File: config.mk
export PLATFORM = sky130hd
export DESIGN_NAME = block_rms_peak_level_meter_core
export DESIGN_NICKNAME = d
export VERILOG_FILES = /design/src/rtl/brplm_pkg.sv /design/src/rtl/block_rms_peak_level_meter_core.sv
export SDC_FILE = /design/constraint.sdc
export NUM_CORES = 2
export LEC_CHECK = 0
export BUFFER_PORTS_ARGS = -buffer_cell sky130_fd_sc_hd__buf_2
export CAP_MARGIN = 20
export CELL_PAD_IN_SITES_DETAIL_PLACEMENT = 0
export CELL_PAD_IN_SITES_GLOBAL_PLACEMENT = 1
export CORE_ASPECT_RATIO = 0.75
export CORE_UTILIZATION = 54
export DETAILED_ROUTE_END_ITERATION = 8
export GPL_TIMING_DRIVEN = 0
export PLACE_DENSITY_LB_ADDON = 0.1
export REMOVE_ABC_BUFFERS = 1
export SETUP_SLACK_MARGIN = 0.1
export SYNTH_ARGS = -nofsm -noshare
export SYNTH_HDL_FRONTEND = slang
export SYNTH_SLANG_ARGS = --single-unit
File: constraint.sdc
create_clock -name clk_i -period 15.6 [get_ports clk_i]
set_input_delay 3.12 -clock clk_i [delete_from_list [all_inputs] [get_ports clk_i]]
set_output_delay 3.12 -clock clk_i [all_outputs]
set_load 0.03 [all_outputs]
File: src/rtl/brplm_pkg.sv
// Package for the block RMS and peak level meter.
// Holds field widths, fixed constants and the sequencer state type.
// No dependencies.
package brplm_pkg;

  // Field widths
  localparam int unsigned SampleW   = 16;
  localparam int unsigned LevelW    = 16;
  localparam int unsigned AlphaW    = 16;
  localparam int unsigned TotalW    = 32;
  localparam int unsigned BlockLenW = 13;

  // Running average is Q1.15 with 16 more fraction bits
  localparam int unsigned AvgW = 32;

  // Shared multiplier: 17-bit weight by 32-bit operand
  localparam int unsigned MulAW = 17;
  localparam int unsigned MulBW = 32;
  localparam int unsigned ProdW = MulAW + MulBW;

  // Average accumulator holds the sum of both weighted products
  localparam int unsigned AccW = ProdW + 1;

  // Shared compare/subtract unit width
  localparam int unsigned SubW = 32;

  // Square root: mean square is at most 2^30, so 16 digit steps
  localparam int unsigned SqrtSteps = 16;
  localparam logic [SubW-1:0] SqrtFirstBit = SubW'(1) << 30;

  // Register reset value of the average weight
  localparam logic [AlphaW-1:0] AlphaReset = 16'd6554;

  // Weight 1.0 in unsigned 0.16, one bit wider than alpha
  localparam logic [MulAW-1:0] AlphaOne = 17'h10000;

  // Sequencer states, one-hot
  typedef enum logic [6:0] {
    ST_IDLE = 7'b0000001,
    ST_ACC  = 7'b0000010,
    ST_DIV  = 7'b0000100,
    ST_SQRT = 7'b0001000,
    ST_MUL1 = 7'b0010000,
    ST_MUL2 = 7'b0100000,
    ST_DONE = 7'b1000000
  } state_e;

endpackage

File: src/rtl/block_rms_peak_level_meter_core.sv
// Top level of the block RMS and peak level meter.
// Sequencer with one shared multiplier and one shared subtractor.
// Depends on brplm_pkg.

// A sample word is accepted in ST_IDLE, then squared on the shared multiplier
// and added to the block sums in ST_ACC. After the word marked last, the next
// word is accepted only once the block is closed: the mean square is found by
// restoring division, one quotient bit a cycle over the SumW = 30 +
// clog2(MAX_BLOCK + 1) bits of the sum, then the square root takes 16 digit
// steps, both on one shared subtractor; the running average is formed on the
// shared multiplier in ST_MUL1 and ST_MUL2, and ST_DONE loads the result
// register. The result register frees the sequencer while a result waits; a
// next last word waits only if the previous result is still not taken. Levels
// are Q1.15; a peak of -32768 reads as 32768.
// average_alpha may be written at any time the meter is idle.
module block_rms_peak_level_meter_core import brplm_pkg::*; #(
  parameter int unsigned MAX_BLOCK = 4096
) (
  input  logic                 clk_i,
  input  logic                 rst_ni,
  // configuration
  input  logic                 cfg_valid_i,
  output logic                 cfg_ready_o,
  input  logic [AlphaW-1:0]    cfg_average_alpha_i,
  // sample input
  input  logic                 in_valid_i,
  output logic                 in_ready_o,
  input  logic signed [SampleW-1:0] sample_i,
  input  logic                 last_i,
  // result output
  output logic                 out_valid_o,
  input  logic                 out_ready_i,
  output logic [LevelW-1:0]    rms_level_o,
  output logic [LevelW-1:0]    peak_level_o,
  output logic [LevelW-1:0]    average_level_o,
  output logic [TotalW-1:0]    total_samples_o,
  output logic [BlockLenW-1:0] block_length_o,
  output logic                 block_overflow_o
);

  localparam int unsigned CountW  = $clog2(MAX_BLOCK + 1);
  localparam int unsigned SumW    = 30 + CountW;
  localparam int unsigned StepW   = $clog2(SumW);
  localparam int unsigned LenExtW = CountW + BlockLenW;

  localparam logic [CountW-1:0] CountMax = CountW'(MAX_BLOCK);
  localparam logic [StepW-1:0]  DivLast  = StepW'(SumW - 1);
  localparam logic [StepW-1:0]  SqrtLast = StepW'(SqrtSteps - 1);

  // Sequencer and block state
  state_e state_q, state_d;
  logic [SumW-1:0]    sum_q, sum_d;
  logic [LevelW-1:0]  peak_q, peak_d;
  logic [CountW-1:0]  count_q, count_d;
  logic [TotalW-1:0]  total_q, total_d;
  logic [AvgW-1:0]    avg_q, avg_d;
  logic               ovf_q, ovf_d;
  logic [AlphaW-1:0]  alpha_q;

  // Working registers
  logic [LevelW-1:0]  mag_q, mag_d;
  logic               last_q, last_d;
  logic [CountW-1:0]  rem_q, rem_d;
  logic [SubW-1:0]    val_q, val_d;
  logic [SubW-1:0]    root_q, root_d;
  logic [SubW-1:0]    bit_q, bit_d;
  logic [StepW-1:0]   step_q, step_d;
  logic [AccW-1:0]    acc_q, acc_d;

  // Result register
  logic               out_valid_q, out_valid_d;
  logic               res_load;
  logic [LevelW-1:0]  rms_q, peak_out_q, avg_out_q;
  logic [TotalW-1:0]  total_out_q;
  logic [BlockLenW-1:0] len_out_q;
  logic               ovf_out_q;

  // Shared units
  logic [MulAW-1:0]   mul_a;
  logic [MulBW-1:0]   mul_b;
  logic [ProdW-1:0]   prod;
  logic [SubW-1:0]    sub_a, sub_b;
  logic [SubW:0]      diff;
  logic               borrow;

  // Misc combinational values
  logic [LevelW-1:0]  mag_in;
  logic [CountW:0]    rem_shift;
  logic [LevelW:0]    avg_round;
  logic [LenExtW-1:0] len_ext;

  assign cfg_ready_o = 1'b1;
  assign in_ready_o  = (state_q == ST_IDLE);
  assign out_valid_o = out_valid_q;

  // Magnitude of the incoming sample; -32768 maps to 32768 in 16 bits
  assign mag_in = sample_i[SampleW-1] ? (LevelW'(0) - LevelW'(sample_i))
                                      : LevelW'(sample_i);

  // Partial remainder with the next dividend bit shifted in
  assign rem_shift = {rem_q, sum_q[SumW-1]};

  // Shared multiplier operand select
  always_comb begin
    unique case (state_q)
      ST_MUL1: begin
        mul_a = AlphaOne - MulAW'(alpha_q);
        mul_b = avg_q;
      end
      ST_MUL2: begin
        mul_a = MulAW'(alpha_q);
        mul_b = MulBW'(root_q[LevelW-1:0]);
      end
      default: begin
        mul_a = MulAW'(mag_q);
        mul_b = MulBW'(mag_q);
      end
    endcase
  end
  assign prod = ProdW'(mul_a) * ProdW'(mul_b);

  // Shared subtractor operand select
  always_comb begin
    unique case (state_q)
      ST_SQRT: begin
        sub_a = val_q;
        sub_b = root_q + bit_q;
      end
      default: begin
        sub_a = SubW'(rem_shift);
        sub_b = SubW'(count_q);
      end
    endcase
  end
  assign diff   = {1'b0, sub_a} - {1'b0, sub_b};
  assign borrow = diff[SubW];

  // Round the running average half up to Q1.15
  assign avg_round = (LevelW + 1)'(avg_q[AvgW-1:LevelW]) + (LevelW + 1)'(avg_q[LevelW-1]);
  assign len_ext   = LenExtW'(count_q);

  // Sequencer
  always_comb begin
    state_d     = state_q;
    sum_d       = sum_q;
    peak_d      = peak_q;
    count_d     = count_q;
    total_d     = total_q;
    avg_d       = avg_q;
    ovf_d       = ovf_q;
    mag_d       = mag_q;
    last_d      = last_q;
    rem_d       = rem_q;
    val_d       = val_q;
    root_d      = root_q;
    bit_d       = bit_q;
    step_d      = step_q;
    acc_d       = acc_q;
    res_load    = 1'b0;
    out_valid_d = out_valid_q;

    // drop the result once taken
    if (out_valid_q && out_ready_i) begin
      out_valid_d = 1'b0;
    end

    unique case (state_q)
      ST_IDLE: begin
        // capture the word
        if (in_valid_i) begin
          mag_d   = mag_in;
          last_d  = last_i;
          state_d = ST_ACC;
        end
      end
      ST_ACC: begin
        // accumulate the square unless the block is full
        if (count_q == CountMax) begin
          ovf_d = 1'b1;
        end else begin
          sum_d   = sum_q + SumW'(prod[2*LevelW-1:0]);
          count_d = count_q + CountW'(1);
        end
        if (mag_q > peak_q) begin
          peak_d = mag_q;
        end
        total_d = total_q + TotalW'(1);
        if (last_q) begin
          rem_d   = '0;
          val_d   = '0;
          step_d  = '0;
          state_d = ST_DIV;
        end else begin
          state_d = ST_IDLE;
        end
      end
      ST_DIV: begin
        // one quotient bit per cycle, quotient shifts into val
        if (borrow) begin
          rem_d = rem_shift[CountW-1:0];
        end else begin
          rem_d = diff[CountW-1:0];
        end
        val_d  = {val_q[SubW-2:0], ~borrow};
        sum_d  = sum_q << 1;
        step_d = step_q + StepW'(1);
        if (step_q == DivLast) begin
          root_d  = '0;
          bit_d   = SqrtFirstBit;
          step_d  = '0;
          state_d = ST_SQRT;
        end
      end
      ST_SQRT: begin
        // one root digit per cycle
        if (!borrow) begin
          val_d  = diff[SubW-1:0];
          root_d = (root_q >> 1) + bit_q;
        end else begin
          root_d = root_q >> 1;
        end
        bit_d  = bit_q >> 2;
        step_d = step_q + StepW'(1);
        if (step_q == SqrtLast) begin
          state_d = ST_MUL1;
        end
      end
      ST_MUL1: begin
        // old average weighted by one minus alpha
        acc_d   = AccW'(prod);
        state_d = ST_MUL2;
      end
      ST_MUL2: begin
        // add new RMS weighted by alpha, keep Q1.31
        acc_d   = acc_q + (AccW'(prod) << LevelW);
        avg_d   = acc_d[AvgW+LevelW-1:LevelW];
        state_d = ST_DONE;
      end
      ST_DONE: begin
        // hold until the result register is free, then clear the block
        if (!out_valid_q || out_ready_i) begin
          res_load    = 1'b1;
          out_valid_d = 1'b1;
          sum_d       = '0;
          peak_d      = '0;
          count_d     = '0;
          ovf_d       = 1'b0;
          state_d     = ST_IDLE;
        end
      end
      default: begin
        state_d = ST_IDLE;
      end
    endcase
  end

  // Control and architectural state
  always_ff @(posedge clk_i or negedge rst_ni) begin
    if (!rst_ni) begin
      state_q     <= ST_IDLE;
      sum_q       <= '0;
      peak_q      <= '0;
      count_q     <= '0;
      total_q     <= '0;
      avg_q       <= '0;
      ovf_q       <= 1'b0;
      alpha_q     <= AlphaReset;
      out_valid_q <= 1'b0;
    end else begin
      state_q     <= state_d;
      sum_q       <= sum_d;
      peak_q      <= peak_d;
      count_q     <= count_d;
      total_q     <= total_d;
      avg_q       <= avg_d;
      ovf_q       <= ovf_d;
      out_valid_q <= out_valid_d;
      if (cfg_valid_i) begin
        alpha_q <= cfg_average_alpha_i;
      end
    end
  end

  // Working registers
  always_ff @(posedge clk_i) begin
    mag_q  <= mag_d;
    last_q <= last_d;
    rem_q  <= rem_d;
    val_q  <= val_d;
    root_q <= root_d;
    bit_q  <= bit_d;
    step_q <= step_d;
    acc_q  <= acc_d;
  end

  // Result register
  always_ff @(posedge clk_i) begin
    if (res_load) begin
      rms_q       <= root_q[LevelW-1:0];
      peak_out_q  <= peak_q;
      avg_out_q   <= avg_round[LevelW-1:0];
      total_out_q <= total_q;
      len_out_q   <= len_ext[BlockLenW-1:0];
      ovf_out_q   <= ovf_q;
    end
  end

  assign rms_level_o      = rms_q;
  assign peak_level_o     = peak_out_q;
  assign average_level_o  = avg_out_q;
  assign total_samples_o  = total_out_q;
  assign block_length_o   = len_out_q;
  assign block_overflow_o = ovf_out_q;

  // Checks
  a_state_onehot: assert property (@(posedge clk_i) disable iff (!rst_ni)
    $onehot(state_q))
    else $error("sequencer state not one-hot");

  a_count_bound: assert property (@(posedge clk_i) disable iff (!rst_ni)
    count_q <= CountMax)
    else $error("block count beyond maximum");

  a_sqrt_bit: assert property (@(posedge clk_i) disable iff (!rst_ni)
    (state_q == ST_SQRT) |-> $onehot(bit_q))
    else $error("square root digit bit lost");

  a_result_from_done: assert property (@(posedge clk_i) disable iff (!rst_ni)
    $rose(out_valid_q) |-> $past(state_q == ST_DONE))
    else $error("result raised outside the final state");

endmodule

==> flow_summary.ini <==
[outcome]
status = finished clean

[critical_path]
r2r_start = state_q[2]$_DFFE_PN0P_
crit_type = reg -> reg
cp.arrival_ns = 13.77
regToRegEndpoint = sum_q[42]$_DFFE_PN0P_
cp.required_ns = 16.13
setup.worst_path.start = state_q[2]$_DFFE_PN0P_
reg2reg_depth = 32
ff2ff_setup_slack_ns = 2.36
critPathMaxFanout = 44
cp-start-kind = flip-flop
endpoint_kind = flip-flop
cp_slowest_cell = o21a_1
slowest_delay_ns = 0.85
cp_common_cell = fa_1

[sta]
hold_viol = 0
fmax_mhz = 75.5
period_minus_slack_ns = 13.24
slew_viol_final = 0
maxSlewHeadroom_pct = 21.3
period_share_pct = 84.9
tightest_slew_ns = 1.18
clock_skew_ns = 0.0591
rsz0062_at_grt = no
finalSetupViolations = 0

[min_path]
holdPathStages = 0
worst_hold_path_type = reg -> reg
holdPathEnd = peak_level_o[14]$_DFFE_PP_
hold_start = peak_q[14]$_DFFE_PN0P_

[detailed_routing]
first_pass_iters = 6
routedWlPerCell_um = 21.1
drtIter0Drc = 2916
num_vias = 32800
ant_nets = 0
drc = 0
wirelength_um = 118000
vias_per_cell = 5.83

[finish]
layout-area-overhead-vs-synth_pct = 9.71
finalNonFillerCells = 5619
drive_gt1_share_pct = 8.23
final_net_count = 5319
fillers = 6748
fin_area_um2 = 45200
final_common_cell = nand2_1
layout_common_cells = 754 x nand2_1, 561 x inv_1, 451 x fa_1
final_util_pct = 60.0

[logic_synthesis]
synth_top_area_share_pct = 21.9
syn_inst = 4513
yosysTopAreaCell = fa_1
yosysUniqueCellTypes = 83
yosysSeqAreaShare_pct = 27.4
synth.cell_area_um2 = 41200
ys_warn_count = 0
synth_area_leaders = fa_1 22%, edfxtp_1 18%, dfrtp_1 9.3%
synth_edf_count = 242
ys.flop_type = edfxtp_1
ys_async_sr_fraction_pct = 40.0
syn_area_per_cell_um2 = 9.13
ys_ff_latch = 403

[floorplan]
dieWidth_um = 321
start_util_pct = 54.7
rows = 87
die_y_um = 241
fp.dieArea_um2 = 77400
core_area_um2 = 75300
ios = 135

[clock_tree]
clk_latency_ns = 0.64
cts_hold_buf = 0
clkSinkCount = 403
htree_levels = 2
cts_buffers = 46
ctsRootBufferMaster = clkbuf_16
cts_tree = built
cts-resized-gates = 0
cts_buffer_depth = 3
clk_pin_slew_ns = 0.08
postCtsSetupBuffers = 0

[global_route]
grt_pass1_wl_um = 185000
track_usage_pct = 31.1
antenna_found_initial = 3
grt_overflow = 0
grt_start_max_net_pins = 86
first_global_vias = 31400

[place]
dp.cells = 5522
dpl.hpwl_um = 90800
gp_congestion = 0.932
port_buffers = 133
place_area_um2 = 43300

[run]
maxCapViolations = 0
critical path, delay by kind of cell, from the launching register on:
kind / cells / cell delay, ns
adders and majority gates: 8 / 4.23
AOI/OAI and AO/OA: 9 / 3.35
buffers and inverters: 5 / 1.93
DFF: 1 / 0.46
and+or+nand+nor: 9 / 2.69
xor gates and xnor gates: 1 / 0.41
through the flow:
step / hold WS, ns / setup WS [ns] / setup TNS (ns)
6_report: 0.422 / 2.36 / 0
3_5_place_dp: 0.433 / 2.17 / 0
5_1_grt: 0.443 / 1.71 / 0
3_3_place_gp: 0.428 / -10.71 / -1600.80
4_1_cts: 0.427 / 2.10 / 0
2_1_floorplan: 0.425 / -0.0904 / -0.0904
area by class of cell:
| cell class | instances | area, um2 | area share (%) |
|---|---|---|---|
| clock buffer | 57 | 1250 | 2.77 |
| clock inverter | 29 | 449 | 0.994 |
| antenna | 1 | 2.50 | 0.00554 |
| sequential | 403 | 11300 | 25.0 |
| inverter | 564 | 2120 | 4.69 |
| timing repair buffer | 200 | 1630 | 3.60 |
| tap | 1023 | 1280 | 2.83 |
| multi-input combinational | 3342 | 27200 | 60.1 |
worst max-delay path by stage:
stage / cells past startpoint / slack [ns] / to
after floorplan: 29 / -0.09 / acc_q[47]$_DFFE_PN_
after CTS: 32 / 2.10 / sum_q[42]$_DFFE_PN0P_
after global placement: 17 / -10.71 / val_q[29]$_DFFE_PP_
after detailed placement: 32 / 2.17 / sum_q[42]$_DFFE_PN0P_
final: 32 / 2.36 / sum_q[42]$_DFFE_PN0P_
after global routing: 32 / 1.71 / sum_q[42]$_DFFE_PN0P_
cells by family (layout without fill, tap and decap cells):
group	count (synthesis)	in the layout	share of synthesized area, %
simple gates	1492	1492	15.9
compound gates	856	856	13.5
buf+inv	768	850	7.02
fa+ha+maj	724	724	30.2
flops	403	403	27.4
xor+xnor	232	232	4.93
mux	37	37	1.00
other cells	1	2	0.00910
state kept, by name, indices dropped and copies added (netlist names), 16 cells and up:
name	flops
acc_q	32
alpha_q	16
peak_level_o	16
mag_q	16
rms_level_o	16
bit_q	16
total_q	32
sum_q	43
avg_q	32
average_level_o	16
peak_q	16
root_q	32
total_samples_o	32
val_q	32
synth_stat cells, types with 18 or more instances:
library cell / instances
nand2_1: 755
inv_1: 563
fa_1: 451
nor2_1: 322
ha_1: 273
edfxtp_1: 242
a21oi_1: 216
o21ai_0: 186
clkbuf_1: 182
dfrtp_1: 153
xnor2_1: 143
a21o_1: 96
xor2_1: 89
nand3_1: 80
and2_1: 75
and3_1: 51
nor3_1: 45
a31oi_1: 42
nand4_1: 32
o21a_1: 32
a22oi_1: 30
mux2_2: 30
o21bai_1: 29
a211oi_1: 28
o31ai_1: 25
nor2b_1: 24
or3_1: 22
a221oi_1: 19
nand2b_1: 18
layer usage:
metal | routed length [um] | global-route usage [%] | vias to the layer above
met5 | 20 | 0 | -
met4 | 2160 | 6.22 | 2
met3 | 12300 | 8.81 | 143
met2 | 47000 | 42.3 | 1310
met1 | 57000 | 48.7 | 16200
li1 | - | - | 15100
Power is left out: the tool's default activity adds up to more than one toggle a clock period on the data nets, which glitch-free logic cannot reach.
